==> config.mk <==
export PLATFORM = sky130hd
export DESIGN_NAME = ac_remote_ir_frame_encoder_unit_flat
export DESIGN_NICKNAME = d
export VERILOG_FILES = /design/src/sv/acrf_pkg.sv /design/src/sv/acrf_in_if.sv /design/src/sv/acrf_out_if.sv /design/src/sv/acrf_cfg_if.sv /design/src/sv/acrf_frame_build.sv /design/src/sv/acrf_pulse_seq.sv /design/src/sv/ac_remote_ir_frame_encoder_unit.sv /design/src/flat_wrapper.sv
export SDC_FILE = /design/constraint.sdc
export NUM_CORES = 1
export LEC_CHECK = 0
export ABC_AREA = 1
export BUFFER_PORTS_ARGS = -buffer_cell sky130_fd_sc_hd__buf_2
export CELL_PAD_IN_SITES_DETAIL_PLACEMENT = 2
export CELL_PAD_IN_SITES_GLOBAL_PLACEMENT = 2
export CORE_MARGIN = 2
export CORE_UTILIZATION = 40
export DETAILED_ROUTE_END_ITERATION = 10
export HOLD_SLACK_MARGIN = 0.12
export MAX_ROUTING_LAYER = met4
export PLACE_DENSITY_LB_ADDON = 0.08
export SKIP_LAST_GASP = 1
export SYNTH_ARGS = -nofsm -noshare
export SYNTH_HDL_FRONTEND = slang
export SYNTH_SLANG_ARGS = --single-unit
==> constraint.sdc <==
create_clock -name clk_i -period 6.9 [get_ports clk_i]
set_input_delay 0.69 -clock clk_i [delete_from_list [all_inputs] [get_ports clk_i]]
set_output_delay 0.69 -clock clk_i [all_outputs]
set_load 0.005 [all_outputs]
==> src/sv/acrf_pkg.sv <==
// ----------------------------------------------------------------------------
// acrf_pkg: shared types and constants of the AC remote IR frame encoder
// Frame layout constants, mode/fan codes, register indexes and pulse kinds.
// ----------------------------------------------------------------------------
package acrf_pkg;

  localparam int unsigned FrameLen  = 14;
  localparam int unsigned FrameBits = FrameLen * 8;
  localparam int unsigned IdxW      = 8;
  localparam logic [IdxW-1:0] FooterIdx = IdxW'(2 + 16 * FrameLen);

  // fixed header bytes
  localparam logic [7:0] HdrB0 = 8'h23;
  localparam logic [7:0] HdrB1 = 8'hCB;
  localparam logic [7:0] HdrB2 = 8'h26;
  localparam logic [7:0] HdrB3 = 8'h01;
  localparam logic [7:0] HdrSum = 8'(HdrB0 + HdrB1 + HdrB2 + HdrB3);

  localparam logic [7:0] PowerOn    = 8'h24;  // power bit 0x04 | 0x20
  localparam logic [7:0] TempBase   = 8'h1F;
  localparam logic [7:0] SwingBits  = 8'h38;

  // climate modes
  localparam logic [2:0] ModeOff  = 3'd0;
  localparam logic [2:0] ModeAuto = 3'd1;
  localparam logic [2:0] ModeHeat = 3'd2;
  localparam logic [2:0] ModeCool = 3'd3;
  localparam logic [2:0] ModeDry  = 3'd4;
  localparam logic [2:0] ModeFan  = 3'd5;

  // fan speeds
  localparam logic [2:0] FanLow  = 3'd1;
  localparam logic [2:0] FanMed  = 3'd2;
  localparam logic [2:0] FanHigh = 3'd3;

  // configuration register indexes
  localparam int unsigned CfgIdxW = 3;
  localparam logic [CfgIdxW-1:0] CfgTempMin     = 3'd0;
  localparam logic [CfgIdxW-1:0] CfgTempMax     = 3'd1;
  localparam logic [CfgIdxW-1:0] CfgHeaderMark  = 3'd2;
  localparam logic [CfgIdxW-1:0] CfgHeaderSpace = 3'd3;
  localparam logic [CfgIdxW-1:0] CfgBitMark     = 3'd4;
  localparam logic [CfgIdxW-1:0] CfgOneSpace    = 3'd5;
  localparam logic [CfgIdxW-1:0] CfgZeroSpace   = 3'd6;

  // register reset values
  localparam logic [5:0]  RstTempMin     = 6'd16;
  localparam logic [5:0]  RstTempMax     = 6'd32;
  localparam logic [15:0] RstHeaderMark  = 16'd3000;
  localparam logic [15:0] RstHeaderSpace = 16'd1500;
  localparam logic [15:0] RstBitMark     = 16'd500;
  localparam logic [15:0] RstOneSpace    = 16'd1000;
  localparam logic [15:0] RstZeroSpace   = 16'd350;

  typedef enum logic [2:0] {
    PulseHdrMark,
    PulseHdrSpace,
    PulseBitMark,
    PulseOneSpace,
    PulseZeroSpace,
    PulseFooter
  } pulse_kind_e;

  typedef struct packed {
    logic        active;
    pulse_kind_e kind;
  } pulse_t;

  function automatic logic [7:0] mode_code(input logic [2:0] mode);
    logic [7:0] code;
    case (mode)
      ModeOff:  code = 8'h08;  // off sends auto
      ModeAuto: code = 8'h08;
      ModeHeat: code = 8'h01;
      ModeCool: code = 8'h03;
      ModeDry:  code = 8'h02;
      ModeFan:  code = 8'h07;
      default:  code = 8'h00;
    endcase
    return code;
  endfunction

  function automatic logic [7:0] fan_code(input logic [2:0] fan);
    logic [7:0] code;
    case (fan)
      FanLow:  code = 8'h02;
      FanMed:  code = 8'h03;
      FanHigh: code = 8'h05;
      default: code = 8'h00;
    endcase
    return code;
  endfunction

endpackage

==> src/sv/acrf_in_if.sv <==
// ----------------------------------------------------------------------------
// acrf_in_if: request channel of the frame encoder
// Valid/ready channel carrying one load or next-pulse request.
// ----------------------------------------------------------------------------
interface acrf_in_if;
  logic       valid;
  logic       ready;
  logic       command;
  logic [2:0] climate_mode;
  logic [2:0] fan_speed;
  logic       swing_on;
  logic [6:0] temp_half_deg;

  modport source (
    output valid, command, climate_mode, fan_speed, swing_on, temp_half_deg,
    input  ready
  );
  modport sink (
    input  valid, command, climate_mode, fan_speed, swing_on, temp_half_deg,
    output ready
  );
endinterface

==> src/sv/acrf_out_if.sv <==
// ----------------------------------------------------------------------------
// acrf_out_if: pulse channel of the frame encoder
// Valid/ready channel carrying one IR pulse per next-pulse request.
// ----------------------------------------------------------------------------
interface acrf_out_if;
  logic        valid;
  logic        ready;
  logic        is_mark;
  logic [15:0] duration_us;
  logic        last_pulse;

  modport source (
    output valid, is_mark, duration_us, last_pulse,
    input  ready
  );
  modport sink (
    input  valid, is_mark, duration_us, last_pulse,
    output ready
  );
endinterface

==> src/sv/acrf_cfg_if.sv <==
// ----------------------------------------------------------------------------
// acrf_cfg_if: configuration write channel of the frame encoder
// Valid/ready channel carrying a register index and write data.
// ----------------------------------------------------------------------------
interface acrf_cfg_if;
  logic        valid;
  logic        ready;
  logic [2:0]  index;
  logic [15:0] data;

  modport source (
    output valid, index, data,
    input  ready
  );
  modport sink (
    input  valid, index, data,
    output ready
  );
endinterface

==> src/sv/acrf_frame_build.sv <==
// ----------------------------------------------------------------------------
// acrf_frame_build: frame assembly
// Rounds and clamps the temperature and packs the 14-byte frame, byte 0 in
// the low bits, with its mod-256 checksum.
// ----------------------------------------------------------------------------
module acrf_frame_build (
  input  logic [2:0]                        climate_mode_i,
  input  logic [2:0]                        fan_speed_i,
  input  logic                              swing_on_i,
  input  logic [6:0]                        temp_half_deg_i,
  input  logic [5:0]                        temp_min_i,
  input  logic [5:0]                        temp_max_i,
  output logic [acrf_pkg::FrameBits-1:0]    frame_o
);

  logic [6:0] t_round;
  logic [6:0] t_clamp;
  logic [7:0] b5, b6, b7, b8, b13;

  // round half up: (half + 1) >> 1, at most 64
  assign t_round = 7'((8'(temp_half_deg_i) + 8'd1) >> 1);

  always_comb begin
    if (t_round < {1'b0, temp_min_i}) begin
      t_clamp = {1'b0, temp_min_i};
    end else if (t_round > {1'b0, temp_max_i}) begin
      t_clamp = {1'b0, temp_max_i};
    end else begin
      t_clamp = t_round;
    end
  end

  assign b5  = (climate_mode_i == acrf_pkg::ModeOff) ? 8'h00 : acrf_pkg::PowerOn;
  assign b6  = acrf_pkg::mode_code(climate_mode_i);
  assign b7  = acrf_pkg::TempBase - {1'b0, t_clamp};
  assign b8  = (swing_on_i ? acrf_pkg::SwingBits : 8'h00) | acrf_pkg::fan_code(fan_speed_i);
  assign b13 = acrf_pkg::HdrSum + b5 + b6 + b7 + b8;

  always_comb begin
    frame_o         = '0;
    frame_o[7:0]    = acrf_pkg::HdrB0;
    frame_o[15:8]   = acrf_pkg::HdrB1;
    frame_o[23:16]  = acrf_pkg::HdrB2;
    frame_o[31:24]  = acrf_pkg::HdrB3;
    frame_o[47:40]  = b5;
    frame_o[55:48]  = b6;
    frame_o[63:56]  = b7;
    frame_o[71:64]  = b8;
    frame_o[acrf_pkg::FrameBits-1 -: 8] = b13;
  end

endmodule

==> src/sv/acrf_pulse_seq.sv <==
// ----------------------------------------------------------------------------
// acrf_pulse_seq: pulse sequencer
// Holds the frame in a shift register and walks the pulse index; each bit
// space takes the low frame bit and shifts the register by one.
// ----------------------------------------------------------------------------
module acrf_pulse_seq (
  input  logic                           clk_i,
  input  logic                           rst_ni,
  input  logic                           load_i,
  input  logic [acrf_pkg::FrameBits-1:0] frame_i,
  input  logic                           step_i,
  output acrf_pkg::pulse_t               pulse_o
);

  logic [acrf_pkg::FrameBits-1:0] frame_q, frame_d;
  logic [acrf_pkg::IdxW-1:0]      idx_q, idx_d;
  logic                           sending_q, sending_d;
  acrf_pkg::pulse_kind_e          kind;

  always_comb begin
    if (idx_q == '0) begin
      kind = acrf_pkg::PulseHdrMark;
    end else if (idx_q == acrf_pkg::IdxW'(1)) begin
      kind = acrf_pkg::PulseHdrSpace;
    end else if (idx_q == acrf_pkg::FooterIdx) begin
      kind = acrf_pkg::PulseFooter;
    end else if (!idx_q[0]) begin
      kind = acrf_pkg::PulseBitMark;
    end else begin
      kind = frame_q[0] ? acrf_pkg::PulseOneSpace : acrf_pkg::PulseZeroSpace;
    end
  end

  assign pulse_o.active = sending_q;
  assign pulse_o.kind   = kind;

  always_comb begin
    frame_d   = frame_q;
    idx_d     = idx_q;
    sending_d = sending_q;
    if (load_i) begin
      frame_d   = frame_i;
      idx_d     = '0;
      sending_d = 1'b1;
    end else if (step_i && sending_q) begin
      if (kind == acrf_pkg::PulseFooter) begin
        idx_d     = '0;
        sending_d = 1'b0;
      end else begin
        idx_d = idx_q + acrf_pkg::IdxW'(1);
      end
      if (kind == acrf_pkg::PulseOneSpace || kind == acrf_pkg::PulseZeroSpace) begin
        frame_d = frame_q >> 1;
      end
    end
  end

  always_ff @(posedge clk_i or negedge rst_ni) begin
    if (!rst_ni) begin
      idx_q     <= '0;
      sending_q <= 1'b0;
    end else begin
      idx_q     <= idx_d;
      sending_q <= sending_d;
    end
  end

  always_ff @(posedge clk_i) begin
    frame_q <= frame_d;
  end

endmodule

==> src/sv/ac_remote_ir_frame_encoder_unit.sv <==
// ----------------------------------------------------------------------------
// ac_remote_ir_frame_encoder_unit: AC remote IR frame encoder
// Builds a 14-byte pulse-distance frame and emits it one pulse per next-pulse request.
// ----------------------------------------------------------------------------
// Usage:
//   in_i   request channel. command 0 loads mode, fan, swing and temperature,
//          builds the frame and restarts at the header; it returns nothing.
//          command 1 asks for the next pulse; while idle it does nothing.
//   out_o  one pulse per next-pulse request: mark/space, duration, and
//          last_pulse on the footer mark, after which the block is idle.
//   cfg_i  register writes (temp_min, temp_max, five durations); always
//          ready, out-of-range indexes are dropped. Write only while idle.
// Timing: the pulse of a next-pulse request shows on out_o in the cycle
//   after acceptance. One request per cycle is sustained while out_o is
//   taken every cycle; the single output register sets that figure.
//   A full frame is 227 pulses (header 2, bits 224, footer 1).
// Reset: configuration registers return to their defaults, the sequencer goes idle and
//   out_o holds no pulse. The frame store is undefined until a load.
// Stall: while a pulse waits in the output register, in_i is not ready.
// ----------------------------------------------------------------------------
module ac_remote_ir_frame_encoder_unit (
  input  logic          clk_i,
  input  logic          rst_ni,
  acrf_in_if.sink       in_i,
  acrf_out_if.source    out_o,
  acrf_cfg_if.sink      cfg_i
);

  // configuration registers
  logic [5:0]  temp_min_q, temp_max_q;
  logic [15:0] hdr_mark_q, hdr_space_q, bit_mark_q, one_space_q, zero_space_q;

  // output register
  logic        out_valid_q, out_valid_d;
  logic        is_mark_q, is_mark_d;
  logic [15:0] dur_q, dur_d;
  logic        last_q, last_d;

  logic                           in_take;
  logic                           load;
  logic                           step;
  logic [acrf_pkg::FrameBits-1:0] frame;
  acrf_pkg::pulse_t               pulse;

  assign in_i.ready  = !out_valid_q || out_o.ready;
  assign in_take     = in_i.valid && in_i.ready;
  assign load        = in_take && !in_i.command;
  // a next-pulse request only produces output while a frame is in flight
  assign step        = in_take && in_i.command && pulse.active;

  assign cfg_i.ready = 1'b1;

  acrf_frame_build u_build (
    .climate_mode_i  (in_i.climate_mode),
    .fan_speed_i     (in_i.fan_speed),
    .swing_on_i      (in_i.swing_on),
    .temp_half_deg_i (in_i.temp_half_deg),
    .temp_min_i      (temp_min_q),
    .temp_max_i      (temp_max_q),
    .frame_o         (frame)
  );

  acrf_pulse_seq u_seq (
    .clk_i   (clk_i),
    .rst_ni  (rst_ni),
    .load_i  (load),
    .frame_i (frame),
    .step_i  (step),
    .pulse_o (pulse)
  );

  // pulse kind to mark flag and duration
  always_comb begin
    is_mark_d = is_mark_q;
    dur_d     = dur_q;
    last_d    = last_q;
    if (step) begin
      last_d = 1'b0;
      case (pulse.kind)
        acrf_pkg::PulseHdrMark: begin
          is_mark_d = 1'b1;
          dur_d     = hdr_mark_q;
        end
        acrf_pkg::PulseHdrSpace: begin
          is_mark_d = 1'b0;
          dur_d     = hdr_space_q;
        end
        acrf_pkg::PulseBitMark: begin
          is_mark_d = 1'b1;
          dur_d     = bit_mark_q;
        end
        acrf_pkg::PulseOneSpace: begin
          is_mark_d = 1'b0;
          dur_d     = one_space_q;
        end
        acrf_pkg::PulseZeroSpace: begin
          is_mark_d = 1'b0;
          dur_d     = zero_space_q;
        end
        acrf_pkg::PulseFooter: begin
          is_mark_d = 1'b1;
          dur_d     = bit_mark_q;
          last_d    = 1'b1;
        end
        default: begin
          is_mark_d = 1'b0;
          dur_d     = '0;
        end
      endcase
    end
  end

  always_comb begin
    if (step) begin
      out_valid_d = 1'b1;
    end else if (out_o.ready) begin
      out_valid_d = 1'b0;
    end else begin
      out_valid_d = out_valid_q;
    end
  end

  always_ff @(posedge clk_i or negedge rst_ni) begin
    if (!rst_ni) begin
      out_valid_q <= 1'b0;
    end else begin
      out_valid_q <= out_valid_d;
    end
  end

  always_ff @(posedge clk_i) begin
    is_mark_q <= is_mark_d;
    dur_q     <= dur_d;
    last_q    <= last_d;
  end

  assign out_o.valid       = out_valid_q;
  assign out_o.is_mark     = is_mark_q;
  assign out_o.duration_us = dur_q;
  assign out_o.last_pulse  = last_q;

  // register file
  always_ff @(posedge clk_i or negedge rst_ni) begin
    if (!rst_ni) begin
      temp_min_q   <= acrf_pkg::RstTempMin;
      temp_max_q   <= acrf_pkg::RstTempMax;
      hdr_mark_q   <= acrf_pkg::RstHeaderMark;
      hdr_space_q  <= acrf_pkg::RstHeaderSpace;
      bit_mark_q   <= acrf_pkg::RstBitMark;
      one_space_q  <= acrf_pkg::RstOneSpace;
      zero_space_q <= acrf_pkg::RstZeroSpace;
    end else if (cfg_i.valid) begin
      case (cfg_i.index)
        acrf_pkg::CfgTempMin:     temp_min_q   <= cfg_i.data[5:0];
        acrf_pkg::CfgTempMax:     temp_max_q   <= cfg_i.data[5:0];
        acrf_pkg::CfgHeaderMark:  hdr_mark_q   <= cfg_i.data;
        acrf_pkg::CfgHeaderSpace: hdr_space_q  <= cfg_i.data;
        acrf_pkg::CfgBitMark:     bit_mark_q   <= cfg_i.data;
        acrf_pkg::CfgOneSpace:    one_space_q  <= cfg_i.data;
        acrf_pkg::CfgZeroSpace:   zero_space_q <= cfg_i.data;
        default: begin
        end
      endcase
    end
  end

endmodule
==> src/flat_wrapper.sv <==
// flat-port wrapper written by rule: the top's interface ports become plain ports
module ac_remote_ir_frame_encoder_unit_flat 
  (clk_i, rst_ni, in_i_valid, in_i_command, in_i_climate_mode, in_i_fan_speed, in_i_swing_on, in_i_temp_half_deg, in_i_ready, out_o_valid, out_o_is_mark, out_o_duration_us, out_o_last_pulse, out_o_ready, cfg_i_valid, cfg_i_index, cfg_i_data, cfg_i_ready);
  acrf_in_if in_i_i ();
  acrf_out_if out_o_i ();
  acrf_cfg_if cfg_i_i ();
  input  logic clk_i;
  input  logic rst_ni;
  input wire logic [$bits(in_i_i.valid)-1:0] in_i_valid;
  input wire logic [$bits(in_i_i.command)-1:0] in_i_command;
  input wire logic [$bits(in_i_i.climate_mode)-1:0] in_i_climate_mode;
  input wire logic [$bits(in_i_i.fan_speed)-1:0] in_i_fan_speed;
  input wire logic [$bits(in_i_i.swing_on)-1:0] in_i_swing_on;
  input wire logic [$bits(in_i_i.temp_half_deg)-1:0] in_i_temp_half_deg;
  output wire logic [$bits(in_i_i.ready)-1:0] in_i_ready;
  output wire logic [$bits(out_o_i.valid)-1:0] out_o_valid;
  output wire logic [$bits(out_o_i.is_mark)-1:0] out_o_is_mark;
  output wire logic [$bits(out_o_i.duration_us)-1:0] out_o_duration_us;
  output wire logic [$bits(out_o_i.last_pulse)-1:0] out_o_last_pulse;
  input wire logic [$bits(out_o_i.ready)-1:0] out_o_ready;
  input wire logic [$bits(cfg_i_i.valid)-1:0] cfg_i_valid;
  input wire logic [$bits(cfg_i_i.index)-1:0] cfg_i_index;
  input wire logic [$bits(cfg_i_i.data)-1:0] cfg_i_data;
  output wire logic [$bits(cfg_i_i.ready)-1:0] cfg_i_ready;
  assign in_i_i.valid = in_i_valid;
  assign in_i_i.command = in_i_command;
  assign in_i_i.climate_mode = in_i_climate_mode;
  assign in_i_i.fan_speed = in_i_fan_speed;
  assign in_i_i.swing_on = in_i_swing_on;
  assign in_i_i.temp_half_deg = in_i_temp_half_deg;
  assign in_i_ready = in_i_i.ready;
  assign out_o_valid = out_o_i.valid;
  assign out_o_is_mark = out_o_i.is_mark;
  assign out_o_duration_us = out_o_i.duration_us;
  assign out_o_last_pulse = out_o_i.last_pulse;
  assign out_o_i.ready = out_o_ready;
  assign cfg_i_i.valid = cfg_i_valid;
  assign cfg_i_i.index = cfg_i_index;
  assign cfg_i_i.data = cfg_i_data;
  assign cfg_i_ready = cfg_i_i.ready;
  ac_remote_ir_frame_encoder_unit u_core (.clk_i(clk_i), .rst_ni(rst_ni), .in_i(in_i_i), .out_o(out_o_i), .cfg_i(cfg_i_i));
endmodule
==> run metrics, run 1 <==
run status=finished, final reports clean; layout cell share with drive strength beyond 1=0.113; setup repair after global routing missed its margin=false; area leader, netlist=edfxtp_1; chip height=171 microns; Root Buffer=clkbuf_16; Area growth syn-to-layout=12.4%; total number of placement rows=60; ANT nets after route=0; total clock sinks=roughly 230; ANT cells=0; CTS tree=yes; Total GRT Usage=0.231; Vias per Instance=just over 5; main area contributors after synthesis=edfxtp_1, dfrtp_1, dfxtp_1; Placed Instances=about 1,700; syn avg cell area=~8.2 sq um; Overflow after GRT=0; DRC violations left=0; non-filler cells, final=approximately 1,800; most instantiated library cell after synthesis=nand2_1; largest net degree at the start of global routing=just over 100; nets=1,456; H-tree levels=1; VDD IR-drop max=between 0.0003 and 0.0004 V; final hold viol count=0; kind of critical path=input port to flip-flop; Critical R2R Launch=u_core.temp_max_q[5]; CTS clk-pin slew, worst paths=approximately 60 ps; Worst-Margin Slew=1210 ps; Die ar.=between 0.02 and 0.03 sq mm; Initial DRC Count=about 450; vias in the first global route=between 10,000 and 15,000; total wire length=~32,000 microns; Syn Std Cell Area=0.0111 sq mm; Pleak=around 6 nW; post-cts sizing count=0; Top-Level Pins=60; most frequent CP cell=nand2_1; Setup Fix Bufs, Post-CTS=0; Cell Pwr Density=423 mW/mm^2; Synth top area share=0.157; Arrival @ worst endpoint=around 5600 ps; IO buf count=58; fin crit period=approximately 5300 ps; # setup viols final=0; Post-synth EDFFs=58; Final period util=0.771; Top FF cell, synth=dfxtp_1; Power, Total=around 0.0053 W; core area=roughly 0.027 sq mm; crit path max fanout=7; flip-flop and latch count after synthesis=232; most frequent cells after synthesis=nand2_1, nand3_1, inv_1; maximum clock insertion buffer count=3; Num CTS Buffers=27; Starting Density=0.410; Worst EP required=7180 ps; antenna violations before repair=0; worst clock skew=9.56 ps; number of max-cap violations=0; CP Capture Type=flip-flop; Worst Hold Class=input port to asynchronous set/reset pin; register area share after synthesis=0.520; Post-Syn Instances=1,351; routability congestion estimate from global placement=0.785; drt wl/cell=around 18 microns; # hold bufs at CTS=0; die extent in x=around 170 microns; Max stage delay on crit path=560 ps; Worst Reg-to-Reg Cells=25; FMAX=188 MHz; CP max stage cell=fa_1; Critical Path Start Type=input port; HPWL Detailed=between 15,000 and 20,000 microns; post-synth cell types=36; Clock Latency Late Sink=around 530 ps; DRT Pass-1 Iters=6; asr flop ratio synth=0.440; Setup TNS Final=0 ps; Ys Warns=0; Rel. slew slack=0.189; Vias=a little over 9,000; Critical path origin=in_i_temp_half_deg[0]; Max Slew Vio Count=0; first-pass GRT wire length=roughly 53,000 microns
==> where the power goes <==
| group | internal, W | switching [W] |
|---|---|---|
| combinational | 0.000537 | 0.00124 |
| sequential | 0.00187 | 0.000216 |
| clock | 0.000843 | 0.000570 |
==> critical path, delay by kind of cell <==
kind                     cells  cell delay [ps]
adder cells (fa/ha/maj)      7             2520
AND/OR/NAND/NOR             16             1660
buffers and inverters        5              400
AO/OA/AOI/OAI                3              310
==> layer usage <==
layer,up-vias,GRT usage,part of all wire
met2,83,0.420,0.52
li1,4422,-,-
met3,52,0.0259,0.022
met4,0,0.0587,0.025
met1,4619,0.273,0.44
met5,-,-,0
==> cells by family after synthesis <==
logic type / after synthesis / share of synthesized area
compound gates: 207 / 0.0945
xor+xnor: 3 / 0.00237
fa+ha+maj: 41 / 0.0509
buf+inv: 232 / 0.0850
flops: 232 / 0.520
other cells: 2 / 0.000676
simple gates: 634 / 0.246
==> sequential cells by signal, indices dropped and copies added (netlist names) <==
name and flops:
u_core.u_seq.frame_q 112, u_core.bit_mark_q 16, u_core.hdr_mark_q 16, u_core.hdr_space_q 16
u_core.one_space_q 16, u_core.out_o.duration_us 16, u_core.zero_space_q 16, u_core.u_seq.idx_q 8
u_core.temp_max_q 6, u_core.temp_min_q 6, u_core.out_o.is_mark 1, u_core.out_o.last_pulse 1
u_core.out_o.valid 1, u_core.u_seq.sending_q 1
==> cell type report <==
| cell class | instances | area [sq um] |
|---|---|---|
| clock buffers | 43 | 817 |
| clock inverters | 6 | 56.3 |
| fillers | 3033 | 14600 |
| inverters | 159 | 597 |
| multi-input cells | 888 | 4400 |
| flip-flops and latches | 232 | 5780 |
| well taps | 372 | 465 |
| repair buffers | 68 | 368 |
==> layout by cell type (no fill, tap or decap), types with 3 or more instances in the layout <==
cell	count
conb_1	3
nor2_1	109
clkbuf_16	28
buf_4	11
o21ai_1	8
o21ai_0	104
buf_2	57
nor3_1	7
fa_1	7
nand3_2	3
dfrtp_1	68
inv_1	156
ha_1	34
a21oi_1	90
clkbuf_1	9
dfstp_2	34
dfxtp_1	72
clkinv_2	3
nand4_1	16
clkbuf_8	6
nand2_1	314
edfxtp_1	58
inv_2	3
nand3_1	172
==> path summary, 6_finish.rpt <==
path,endpoint,slack (ps)
max,u_core.u_seq.frame_q[110],1580
min,u_core.u_seq.idx_q[7],180
max in group asynchronous,u_core.zero_space_q[0],5520
min reg2reg,u_core.u_seq.frame_q[8],470
max reg2reg,u_core.u_seq.frame_q[110],1950
min in group clk_i,u_core.out_o.valid,460
==> metrics by stage <==
stage,utilization,hold WS [ps],instance area (sq um),setup WS (ps)
after floorplan,-,394,11100,1910
after global placement,0.428,440,11600,1450
after detailed placement,0.428,455,11600,1040
after CTS,0.460,201,12500,1560
after global routing,0.460,214,12500,1180
final,0.460,185,12500,1580
(Power assumes the default switching activity.)
==> run 2, diff against run 1 <==
- CORE_UTILIZATION: 40 -> 37
- clock period: 6.9 -> 5.05 ns (I/O delays scaled with it)
==> run 2 against run 1 <==
Compared with the run above: clock power is 48% higher; final cell count is 1.9% higher; core utilization is 3.1 points lower; sequential cell count stayed put; via count is 0.78% lower.
==> run metrics, run 2 (synthesized netlist as in run 1, its figures left out) <==
worst clock skew=11.1 ps (was 9.56 ps); vias in the first global route=9,835 (was 10,207); CP max stage cell=fa_1 (unchanged); die extent in x=177 microns (was 171 microns); Rel. slew slack=0.211 (was 0.189); crit path max fanout=3 (was 7); Worst-Margin Slew=1180 ps (was 1210 ps); met2 routed WL=15,100 microns (was 16,400 microns); Clock Latency Late Sink=540 ps (was 530 ps); Power, Total=0.00733 W (was 0.00528 W); chip height=177 microns (was 171 microns); largest net degree at the start of global routing=160 (was 103); post-cts sizing count=0 (unchanged); DRT Pass-1 Iters=5 (was 6); WL met1=13,800 microns (was 13,900 microns); VDD IR-drop max=0.000471 V (was 0.000326 V); first-pass GRT wire length=50,300 microns (was 52,800 microns); IO buf count=58 (unchanged); # hold bufs at CTS=1 (was 0); Worst EP required=5330 ps (was 7180 ps); Cell Pwr Density=578 mW/mm^2 (was 423 mW/mm^2); Setup Fix Bufs, Post-CTS=0 (unchanged); final hold viol count=0 (unchanged); DRC violations left=0 (unchanged); core area=0.0296 sq mm (was 0.0271 sq mm); switching share of total power=0.372 (was 0.384); Pleak=5.96 nW (was 5.85 nW); Top-Level Pins=60 (unchanged); Arrival @ worst endpoint=4950 ps (was 5590 ps); # setup viols final=0 (unchanged); Comb power frac=0.329 (was 0.336); CTS tree=yes (unchanged); Biggest register=u_core.u_seq.frame_q (unchanged); Vias=9,104 (was 9,176); highest-count cells in the layout ignoring fill and taps=nand2_1, nand3_1, inv_1 (unchanged); sequential share of power=0.387 (was 0.396); Root Buffer=clkbuf_16 (unchanged); highest metal used=met4 (unchanged); total clock sinks=232 (unchanged); commonest non-fill, non-tap cell in the layout=nand2_1 (unchanged); max reg flops=112 (unchanged); Num CTS Buffers=29 (was 27); number of max-cap violations=0 (unchanged); run status=finished, final reports clean (unchanged); R2R setup slack=490 ps (was 1950 ps); Vias per Instance=5.05 (was 5.19); most frequent CP cell=nand2_1 (unchanged); routability congestion estimate from global placement=0.767 (was 0.785); total number of placement rows=63 (was 60); Initial DRC Count=415 (was 449); Worst Hold Class=input port to flip-flop (was input port to asynchronous set/reset pin); drt wl/cell=16.6 microns (was 17.9 microns); ANT cells=0 (unchanged); Psw=0.00273 W (was 0.00202 W); Area growth syn-to-layout=14.3% (was 12.4%); maximum clock insertion buffer count=3 (unchanged); Max stage delay on crit path=550 ps (was 560 ps); HPWL Detailed=18,400 microns (was 19,000 microns); Internal Power=0.00461 W (was 0.00325 W); Overflow after GRT=0 (unchanged); FMAX=214 MHz; Total GRT Usage=0.202 (was 0.231); Critical Path Start Type=input port (unchanged); final core utilization=0.429 (was 0.460); Starting Density=0.376 (was 0.410); layout cell share with drive strength beyond 1=0.123 (was 0.113); nets=1,471 (was 1,456); fin crit period=approximately 4700 ps; Final period util=0.925; ANT nets after route=0 (unchanged); H-tree levels=1 (unchanged); Clock power frac=0.284 (was 0.268); setup repair after global routing missed its margin=false (unchanged); Die ar.=0.0314 sq mm (was 0.0291 sq mm); kind of critical path=input port to flip-flop (unchanged); CTS clk-pin slew, worst paths=60 ps (about the same); metal3 WL=589 microns (was 686 microns); total wire length=30,000 microns (was 31,700 microns); Max Slew Vio Count=0 (unchanged); CP Capture Type=flip-flop (unchanged); antenna violations before repair=0 (unchanged)
[run 2: per-layer routing]
layer  global-route usage  vias up
met4               0.0430        0
li1                     -     4457
met3               0.0213       32
met2                0.352       78
met1                0.254     4537
met5                    -        -
[run 2: final timing paths]
| check | from | end | cells after the start |
|---|---|---|---|
| worst min register to register | u_core.u_seq.frame_q[11] | u_core.u_seq.frame_q[11] | 2 |
| worst max-delay path | in_i_temp_half_deg[0] | u_core.u_seq.frame_q[110] | 31 |
| worst max register to register | u_core.temp_max_q[5] | u_core.u_seq.frame_q[110] | 25 |
| min in group asynchronous | rst_ni | u_core.out_o.valid | 2 |
| max in group asynchronous | rst_ni | u_core.bit_mark_q[15] | 3 |
| worst min-delay path | cfg_i_data[9] | u_core.hdr_mark_q[9] | 3 |
[run 2: layout make-up]
type / count / area, sq um
inverter: 159 / 597
fill: 3364 / 16900
clock inverter: 9 / 125
tap: 390 / 488
timing repair buffer: 81 / 480
sequential: 232 / 5780
clock buffer: 43 / 828
multi-input combinational: 888 / 4400
[run 2: power groups by stage]
stage	sequential [W]	clock, W	combinational [W]
after floorplan	0.00279	0	0.00182
after global routing	0.00291	0.00220	0.00279
after detailed placement	0.00287	0	0.00244
after global placement	0.00285	0	0.00234
after CTS	0.00285	0.00214	0.00247
final	0.00284	0.00208	0.00241
[run 2: through the flow]
step,instances,area (sq um),setup slack (ps),hold WS (ps),TNS [ps]
2_1_floorplan,1352,11100,240,209,0
3_3_place_gp,1749,11700,3.17,438,0
3_5_place_dp,1749,11700,-242,451,-306
4_1_cts,1802,12700,332,266,0
5_1_grt,1802,12700,49.4,291,0
6_report,1802,12700,380,270,0
[run 2: critical path, delay by kind of cell]
kind / cells / cell delay (ps)
compound gates: 3 / 300
fa+ha+maj: 7 / 2450
buf+inv: 5 / 380
simple gates: 16 / 1290
==> run 3, diff against run 2 <==
- MAX_ROUTING_LAYER: met4 -> default
==> run 3 against run 2 <==
Compared with the run above: critical path depth stayed put; combinational power hardly changed; sequential power hardly changed; critical endpoint unchanged; largest cell class unchanged.
==> run metrics, run 3 (synthesized netlist as in run 1, its figures left out) <==
run status=finished, final reports clean (unchanged); switching share of total power=0.373 (was 0.372); Psw=0.00274 W (was 0.00273 W); H-tree levels=1 (unchanged); largest net degree at the start of global routing=160 (unchanged); Cell Pwr Density=578 mW/mm^2 (about the same); Rel. slew slack=0.207 (was 0.211); vias in the first global route=9,817 (was 9,835); Comb power frac=0.329 (about the same); worst clock skew=9.03 ps (was 11.1 ps); drt wl/cell=16.7 microns (was 16.6 microns); total wire length=30,000 microns (about the same); fin crit period=4660 ps (was 4670 ps); layout cell share with drive strength beyond 1=0.123 (unchanged); chip height=177 microns (unchanged); CP Capture Type=flip-flop (unchanged); # setup viols final=0 (unchanged); Arrival @ worst endpoint=4940 ps (was 4950 ps); ANT cells=0 (unchanged); final core utilization=0.429 (unchanged); Min-Delay Startpoint=cfg_i_data[9] (unchanged); total clock sinks=232 (unchanged); critical path buffer and inverter count=5 (unchanged); CTS clk-pin slew, worst paths=60 ps (about the same); Worst Hold Class=input port to flip-flop (unchanged); Setup Fix Bufs, Post-CTS=0 (unchanged); kind of critical path=input port to flip-flop (unchanged); sequential share of power=0.387 (about the same); critical path's top delay family=adder cells (unchanged); commonest non-fill, non-tap cell in the layout=nand2_1 (unchanged); Critical R2R Launch=u_core.temp_max_q[5] (unchanged); Power, Total=0.00734 W (was 0.00733 W); Total GRT Usage=0.196 (was 0.202); Placed Instances=1,749 (unchanged); Top-Level Pins=60 (unchanged); Clock power frac=0.284 (about the same); Critical path origin=in_i_temp_half_deg[0] (unchanged); Area growth syn-to-layout=14.3% (unchanged); Internal Power=0.00461 W (about the same); highest-count cells in the layout ignoring fill and taps=nand2_1, nand3_1, inv_1 (unchanged); core area=0.0296 sq mm (unchanged); Biggest register=u_core.u_seq.frame_q (unchanged); Worst-Margin Slew=1190 ps (was 1180 ps); Worst Reg-to-Reg Cells=25 (unchanged); IO buf count=58 (unchanged); Levels on crit path=31 (unchanged); die extent in x=177 microns (unchanged); total number of placement rows=63 (unchanged); Worst EP required=5330 ps (about the same); Die ar.=0.0314 sq mm (unchanged); Critical Path Start Type=input port (unchanged); Vias=9,092 (was 9,104); DRT Pass-1 Iters=4 (was 5); DP Area=0.0117 sq mm (unchanged); number of max-cap violations=0 (unchanged); final hold viol count=0 (unchanged); Max Slew Vio Count=0 (unchanged); Starting Density=0.376 (unchanged); VDD IR-drop max=0.000474 V (was 0.000471 V); Overflow after GRT=0 (unchanged); crit path max fanout=3 (unchanged); FMAX=214 MHz (about the same); setup repair after global routing missed its margin=false (unchanged); antenna violations before repair=0 (unchanged); nets=1,471 (unchanged); routability congestion estimate from global placement=0.757 (was 0.767); Max stage delay on crit path=550 ps (about the same); Final period util=0.923 (was 0.925); most frequent CP cell=nand2_1 (unchanged); Num CTS Buffers=29 (unchanged); Clock Latency Late Sink=540 ps (about the same); maximum clock insertion buffer count=3 (unchanged); non-filler cells, final=1,802 (unchanged); DRC violations left=0 (unchanged); ANT nets after route=0 (unchanged); cell area after layout=0.0127 sq mm (unchanged); CTS tree=yes (unchanged); Pleak=5.96 nW (unchanged); Initial DRC Count=364 (was 415); max reg flops=112 (unchanged); Root Buffer=clkbuf_16 (unchanged); HPWL Detailed=18,400 microns (unchanged); first-pass GRT wire length=50,300 microns (about the same); hold path cells=3 (unchanged); Vias per Instance=5.05 (about the same); CP max stage cell=fa_1 (unchanged)
## run 3: cell counts in the layout (fill, tap and decap cells not counted)
No cell type changed its count.
## run 3: tightest hold or removal path, cell delays in order
cell	delay, ps
buf_2	90
inv_1	100
o21ai_0	100
## run 3: per-layer routing
| layer | vias up | global-route usage | wire length (microns) |
|---|---|---|---|
| met5 | - | 0 | 0 |
| met4 | 0 | 0.0430 | 525 |
| met3 | 32 | 0.0213 | 629 |
| met2 | 80 | 0.351 | 14900 |
| met1 | 4522 | 0.255 | 14000 |
| li1 | 4458 | - | - |
## run 3: metrics by stage
stage	setup TNS, ps	setup slack, ps	hold slack [ps]
finish	0	388	270
CTS	0	332	266
floorplan	0	240	209
detailed placement	-306	-242	451
global placement	0	3.17	438
global route	0	49.6	289
## run 3: power by group through the flow
stage	Clock, W	Sequential, W	Combinational [W]
floorplan	0	0.00279	0.00182
global placement	0	0.00285	0.00234
detailed placement	0	0.00287	0.00244
CTS	0.00214	0.00285	0.00247
global route	0.00220	0.00291	0.00279
finish	0.00208	0.00284	0.00242
## run 3: area by class of cell
class | instances | area [sq um]
clock buffers | 43 | 828
clock inverters | 9 | 125
fillers | 3364 | 16900
inverters | 159 | 597
multi-input cells | 888 | 4400
flip-flops and latches | 232 | 5780
well taps | 390 | 488
repair buffers | 81 | 480
## run 3: worst paths after layout
| path | to | slack, ps |
|---|---|---|
| max | u_core.u_seq.frame_q[110] | 390 |
| min | u_core.hdr_mark_q[9] | 270 |
| max reg2reg | u_core.u_seq.frame_q[110] | 500 |
| min reg2reg | u_core.u_seq.frame_q[11] | 460 |
| max in group asynchronous | u_core.bit_mark_q[15] | 3310 |
| min in group asynchronous | u_core.out_o.valid | 600 |
## run 3: timing repair
item                                   CTS  global route
endpoints found under the hold margin   33             0
hold buffers                             1             0
gates resized for setup                  0             0
